[config.mk]
export PLATFORM = sky130hd
export DESIGN_NAME = qrs_ram
export DESIGN_NICKNAME = d
export VERILOG_FILES = /design/src/qrs_ram.sv
export SDC_FILE = /design/constraint.sdc
export NUM_CORES = 1
export LEC_CHECK = 0
export BUFFER_PORTS_ARGS = -buffer_cell sky130_fd_sc_hd__buf_2
export CAP_MARGIN = 40
export CORE_UTILIZATION = 40
export DETAILED_ROUTE_END_ITERATION = 8
export HOLD_SLACK_MARGIN = 0.03
export SETUP_SLACK_MARGIN = 0.1
export SYNTH_ARGS = -nofsm -noshare
export SYNTH_HDL_FRONTEND = slang
export SYNTH_SLANG_ARGS = --single-unit
[constraint.sdc]
create_clock -name clk -period 5.39 [get_ports clk]
set_input_delay 1.3475 -clock clk [delete_from_list [all_inputs] [get_ports clk]]
set_output_delay 1.3475 -clock clk [all_outputs]
set_load 0.03 [all_outputs]
[src/qrs_ram.sv]
module qrs_ram #(
  parameter int WIDTH = 40,
  parameter int DEPTH = 37,
  localparam int AW = (DEPTH > 1) ? $clog2(DEPTH) : 1
) (
  input  logic             clk,
  input  logic             we,
  input  logic [AW-1:0]    waddr,
  input  logic [WIDTH-1:0] wdata,
  input  logic [AW-1:0]    raddr,
  output logic [WIDTH-1:0] rdata
);

  logic [WIDTH-1:0] mem [DEPTH];

  always_ff @(posedge clk) begin
    if (we) mem[waddr] <= wdata;
    rdata <= mem[raddr];
  end

endmodule

==> results of run 1 <==
cells by family (layout without fill, tap and decap cells):
| group | count (synthesis) | after routing | share of synthesized area, % |
|---|---|---|---|
| simple gates | 108 | 108 | 0.7866 |
| other cells | 0 | 4 | 0 |
| buf+inv | 187 | 504 | 1.744 |
| flops | 1520 | 1520 | 77.08 |
| mux | 720 | 720 | 13.22 |
| compound gates | 480 | 480 | 7.173 |
layout make-up:
type | count | share of cell area, %
Clock buffer | 198 | 6.112
Multi-Input combinational cell | 1308 | 18.93
Timing Repair Buffer | 231 | 3.272
Tap cell | 1917 | 3.560
Sequential cell | 1520 | 67.15
Antenna cell | 4 | 0.01486
Clock inverter | 75 | 0.9583
tightest hold or removal path, cell delays in order (launching register included):
cell and delay, ns:
edfxtp_1 0.31, mux2_2 0.13, nand2_1 0.06, o41ai_2 0.04
state kept, by name (all words and copies together), names as in the netlist:
name / count
mem: 1480
rdata: 40
Yosys cell counts (2+ instances only):
master | instances | area [um^2]
edfxtp_1 | 1480 | 44440
mux2i_1 | 640 | 6406
a22oi_1 | 160 | 1201
clkbuf_1 | 83 | 311.6
a21oi_1 | 80 | 400.4
a22o_1 | 80 | 700.7
a221oi_2 | 49 | 735.7
nand2_1 | 46 | 172.7
dfxtp_1 | 40 | 800.8
mux2_2 | 40 | 450.4
mux4_2 | 40 | 900.9
o22ai_1 | 40 | 250.2
o41ai_2 | 40 | 650.6
nor2_1 | 39 | 146.4
buf_2 | 36 | 180.2
buf_4 | 36 | 270.3
a221oi_1 | 31 | 271.5
buf_6 | 13 | 146.4
buf_1 | 12 | 45.04
nor2b_1 | 5 | 31.28
clkbuf_4 | 4 | 30.03
nand2b_1 | 4 | 25.02
nand3_1 | 4 | 20.02
nand4_1 | 2 | 12.51
nor3_1 | 2 | 10.01
worst paths after layout:
path	endpoint	slack (ns)	depth (start not counted)
max	rdata[17]	2.28	10
min	rdata[38]	0.57	3
max reg2reg	rdata[5]	3.85	5
min reg2reg	rdata[38]	0.57	3
cell usage in the layout, fill, tap and decap left out, types with 43 or more instances in the layout:
cell,netlist,final
edfxtp_1,1480,1480
a21oi_1,80,80
a22oi_1,160,160
nand2_1,46,45
mux2i_1,640,640
buf_12,1,43
a22o_1,80,80
clkbuf_16,0,153
a221oi_2,49,49
buf_4,36,90
buf_2,36,89
per-stage QoR:
stage / util (%) / power [W]
floorplan: - / 0.01413
global placement: 42.70 / 0.01465
detailed placement: 43.00 / 0.01468
CTS: 46.28 / 0.02471
global route: 46.28 / 0.02521
finish: 46.28 / 0.02456
power groups by stage:
stage / Combinational (W) / Sequential [W] / Clock [W]
floorplan: 0.000711 / 0.0134 / 0
global route: 0.00137 / 0.0131 / 0.0107
global placement: 0.00127 / 0.0134 / 0
finish: 0.00129 / 0.0131 / 0.0101
CTS: 0.00129 / 0.0131 / 0.0103
detailed placement: 0.00129 / 0.0134 / 0
per-layer routing:
metal  track usage (%)  wire length, um
met2             31.60            70640
met5                 0               90
met3             4.563            12340
met4             6.327             3922
met1             30.25            68800
==> flow_summary.yaml, run 1 <==
global_routing:
  grt_first_pass_wirelength_mm: 218.8
  grt_pass1_vias: 29870
  grt_use_total_pct: 20.92
  grt_max_degree: 82
  overflow: 0
  antenna_found_initial: 18
logic_synthesis:
  synth_cells: 3015
  syn_area_um2: 58700
  syn_area_per_cell_um2: 19.47
  synth_ff_type: "edfxtp_1"
  synth_nets: 3069
  synthArstFlopShare_pct: 0
  yosysWarningCount: 0
  synthDistinctLibCells: 34
  yosysSeqAreaShare_pct: 77.08
  synth_edf_count: 1480
  synth_seq_cells: 1520
setup_path:
  cp.arrival_ns: 3.73
  crit_type: "in -> reg"
  worst-endpoint-required_ns: 6.01
  critical_path_buf_inv_count: 5
  critical_path.max_fanout: 44
  cp-startpoint: "raddr[1]"
  cp-end-kind: "flip-flop"
  r2r_start: "mem[29][5]"
  cp_top_family: "buffers and inverters"
  worstPathCellList: "buf_4, buf_4, buf_16, nor2_4, buf_12, buf_12, a22o_1, a221oi_2, o22ai_1, o41ai_2"
  cp_slowest_cell: "nor2_4"
  cp-start-kind: "primary input"
  critPathMaxStageDelay_ns: 0.48
timing:
  layout_setup_ws_ns: 2.282
  fin_crit_sh_pct: 57.65
  min_period_ns: 3.108
  finClkSkew_ns: 0.02133
  rsz0062_at_grt: "false"
  setup_viol_count_final: 0
  worstMarginPinSlew_ns: 0.9374
  finalHoldViolCount: 0
  fmax_ghz: 0.3218
  whs_ns: 0.5711
  slew_violations: 0
  fin_setup_tns_ns: 0
  max_slew_margin_pct: 37.36
power_and_ir_drop:
  seqPwrFrac_pct: 53.5
  leakage_nw: 22.83
  power_frac_clock_pct: 41.3
  peakVddDrop_mv: 0.2429
  power_frac_comb_pct: 5.2
  power.switching_w: 0.005276
  power_density_nw_per_um2: 364.6
  internal-power_w: 0.01929
  p_sw_share_pct: 21.48
worst_hold_path:
  hp-class: "reg -> reg"
  holdCritStartpoint: "mem[36][38]"
die:
  dieWidth_um: 385.1
  die_h_um: 385.1
  ios: 94
  rows: 140
  core_area_um2: 145600
  initial_core_util_pct: 40.32
  die-area_um2: 148300
final_layout:
  syn_to_final_growth_pct: 14.78
  drive_gt1_share_pct: 19.87
  nFillCells: 12160
  seq_area_um2: 45240
  fin_nets: 3263
  stdcell_count: 5253
  final_cell_area_um2: 67370
  multi_input_area_um2: 12750
job:
  max_cap_viol_count: 0
clock_network:
  clk_pin_slew_ns: 0.06
  clk_latency_ns: 0.78
  clock_path_buffers: 3
  cts_hold_buffers: 0
  cts_resized: 0
  numCtsBuffers: 148
  root_buffer: "clkbuf_16"
  postCtsSetupBuffers: 0
  cts_tree: "built"
  clkSinkCount: 1520
  cts-htree-levels: 4
placed_design:
  place_inst: 4976
  place.gp.congestion: 0.7379
  port_buffers: 93
  dp_hpwl_mm: 81.43
  placed_area_um2: 62600
  place_ws_ns: 1.529
route:
  drt_pass1_iterations: 5
  viasPerCell: 5.725
  ant_nets: 0
  drc_errors: 0
  detail_route.wl_per_cell_um: 29.66
  vias: 30080
  drt_iter0_markers: 3213
  routed_wl_mm: 155.8
outcome:
  status: "completed"
(Power assumes the default switching activity.)
==> run 2, diff against run 1 <==
- clock period: 5.39 -> 3.25 ns (I/O delays scaled with it)
==> run 2 against run 1 <==
- global-route usage is 0.23 points higher
- design area up 0.79%
- sequential power increased by 66%
- first-iteration DRC count fell by 5.3%
- highest routed layer unchanged
- non-clock buffer count rose by 36
==> flow_summary.yaml, run 2 (same netlist as run 1, synthesis figures left out) <==
route:
  drt_pass1_iterations: 5
  detail_route.wl_per_cell_um: 29.79
  drc_errors: 0
  viasPerCell: 5.674
  drt_iter0_markers: 3042
  ant_nets: 0
  routed_wl_mm: 157.7
  vias: 30030
final_layout:
  nFillCells: 12010
  syn_to_final_growth_pct: 15.69
  seq_area_um2: 45240
  final_cell_mix: "1480 x edfxtp_1, 640 x mux2i_1, 160 x a22oi_1"
  fin_util_pct: 46.65
  final_common_cell: "edfxtp_1"
  largest_register_ffs: 1480
  drive_gt1_share_pct: 20.67
  multi_input_area_um2: 12760
  stdcell_count: 5293
  reg_top3: "mem: 1480 flops, rdata: 40 flops"
  largest_register: "mem"
  fin_nets: 3300
power_and_ir_drop:
  leakage_nw: 23.11
  peakVddDrop_mv: 0.5469
  power_density_nw_per_um2: 600.8
die:
  die-area_um2: 148300
  die_h_um: 385.1
  initial_core_util_pct: 40.32
  ios: 94
  core_area_um2: 145600
  rows: 140
  dieWidth_um: 385.1
setup_path:
  cp_top_family: "flip-flops"
  cp.arrival_ns: 1.53
  cp-start-kind: "flip-flop"
  timing.rr.end: "rdata[10]"
  r2r_start: "mem[9][10]"
  reg2regPathDepth: 5
  worstPathCellList: "buf_2"
  critical_path.max_fanout: 1
  critPathMaxStageDelay_ns: 0.48
  critical_path_buf_inv_count: 1
  reg2reg_slack_ns: 1.58
  cp_slowest_cell: "dfxtp_1"
  cp-end-kind: "primary output"
  crit_type: "reg -> out"
  worst-endpoint-required_ns: 2.44
global_routing:
  overflow: 0
  grt_use_total_pct: 21.15
  grt_pass1_vias: 29230
  grt_max_degree: 56
  antenna_found_initial: 23
  grt_first_pass_wirelength_mm: 219.4
timing:
  worstMarginPinSlew_ns: 0.7854
  layout_setup_ws_ns: 0.9080
  fin_crit_sh_pct: 72.06
  setup_viol_count_final: 0
  whs_ns: 0.5601
  finClkSkew_ns: 0.02434
  rsz0062_at_grt: "false"
  min_period_ns: 2.342
  slew_violations: 0
  fin_setup_tns_ns: 0
  finalHoldViolCount: 0
  fmax_ghz: 0.4270
  max_slew_margin_pct: 47.64
placed_design:
  place.gp.congestion: 0.7510
  port_buffers: 93
  place_inst: 5012
  place_ws_ns: 0.3103
  dp_hpwl_mm: 81.79
clock_network:
  clock_path_buffers: 3
  root_buffer: "clkbuf_16"
  cts-htree-levels: 4
  numCtsBuffers: 149
  clk_latency_ns: 0.78
  cts_tree: "built"
  cts_hold_buffers: 0
  clk_pin_slew_ns: 0.06
  clkSinkCount: 1520
  postCtsSetupBuffers: 0
  cts_resized: 0
job:
  max_cap_viol_count: 0
outcome:
  status: "completed"
worst_hold_path:
  holdCritStartpoint: "wdata[14]"
  hold_end: "mem[3][14]"
  hp-class: "in -> reg"
  hold_depth: 1
==> run 2: changes by cell type in the layout (fill, tap and decap cells not counted), sizes merged <==
cell / delta
bufinv: -3
clkinv: +1
clkinvlp: -9
buf: +36
clkbuf: +14
inv: +1
==> run 2: per-layer routing <==
layer	vias to the layer above	global-route usage, %	routed length [um]
li1	12870	-	-
met5	-	0	116
met1	15910	29.21	68210
met2	1035	33.99	75310
met4	18	5.357	2924
met3	204	4.541	11150
==> run 2: worst max path at each step <==
stage	startpoint	endpoint	depth (start not counted)
2_1_floorplan	waddr[5]	mem[15][0]	3
3_3_place_gp	raddr[0]	rdata[36]	8
3_5_place_dp	raddr[0]	rdata[36]	8
4_1_cts	rdata[31]	rdata[31]	1
5_1_grt	rdata[24]	rdata[24]	1
6_report	rdata[31]	rdata[31]	1
==> run 2: layout make-up <==
cell class,instances,area share (%)
Timing Repair Buffer,267,3.998
Antenna cell,4,0.01474
Tap cell,1917,3.532
Clock inverter,65,0.7223
Sequential cell,1520,66.63
Clock buffer,212,6.307
Multi-Input combinational cell,1308,18.80
==> run 2: worst register-to-register path, stage by stage (launching register included) <==
cell	delay, ns
edfxtp_1	0.33
mux2i_1	0.07
a22o_1	0.25
a221oi_2	0.21
o22ai_1	0.14
o41ai_2	0.52
==> run 2: power breakdown <==
| group | switching [W] | leakage (nW) | internal [W] |
|---|---|---|---|
| combinational | 0.00142 | 7.11 | 0.000790 |
| clock | 0.00722 | 2.35 | 0.00960 |
| sequential | 0.0000867 | 13.7 | 0.0217 |
| total | 0.00873 | 23.1 | 0.0321 |
==> run 2: stage by stage <==
step           area (um^2)  total power, W
2_1_floorplan        58760         0.02343
3_3_place_gp         63120         0.02437
3_5_place_dp         63120         0.02440
4_1_cts              67900         0.04105
5_1_grt              67900         0.04190
6_report             67910         0.04080
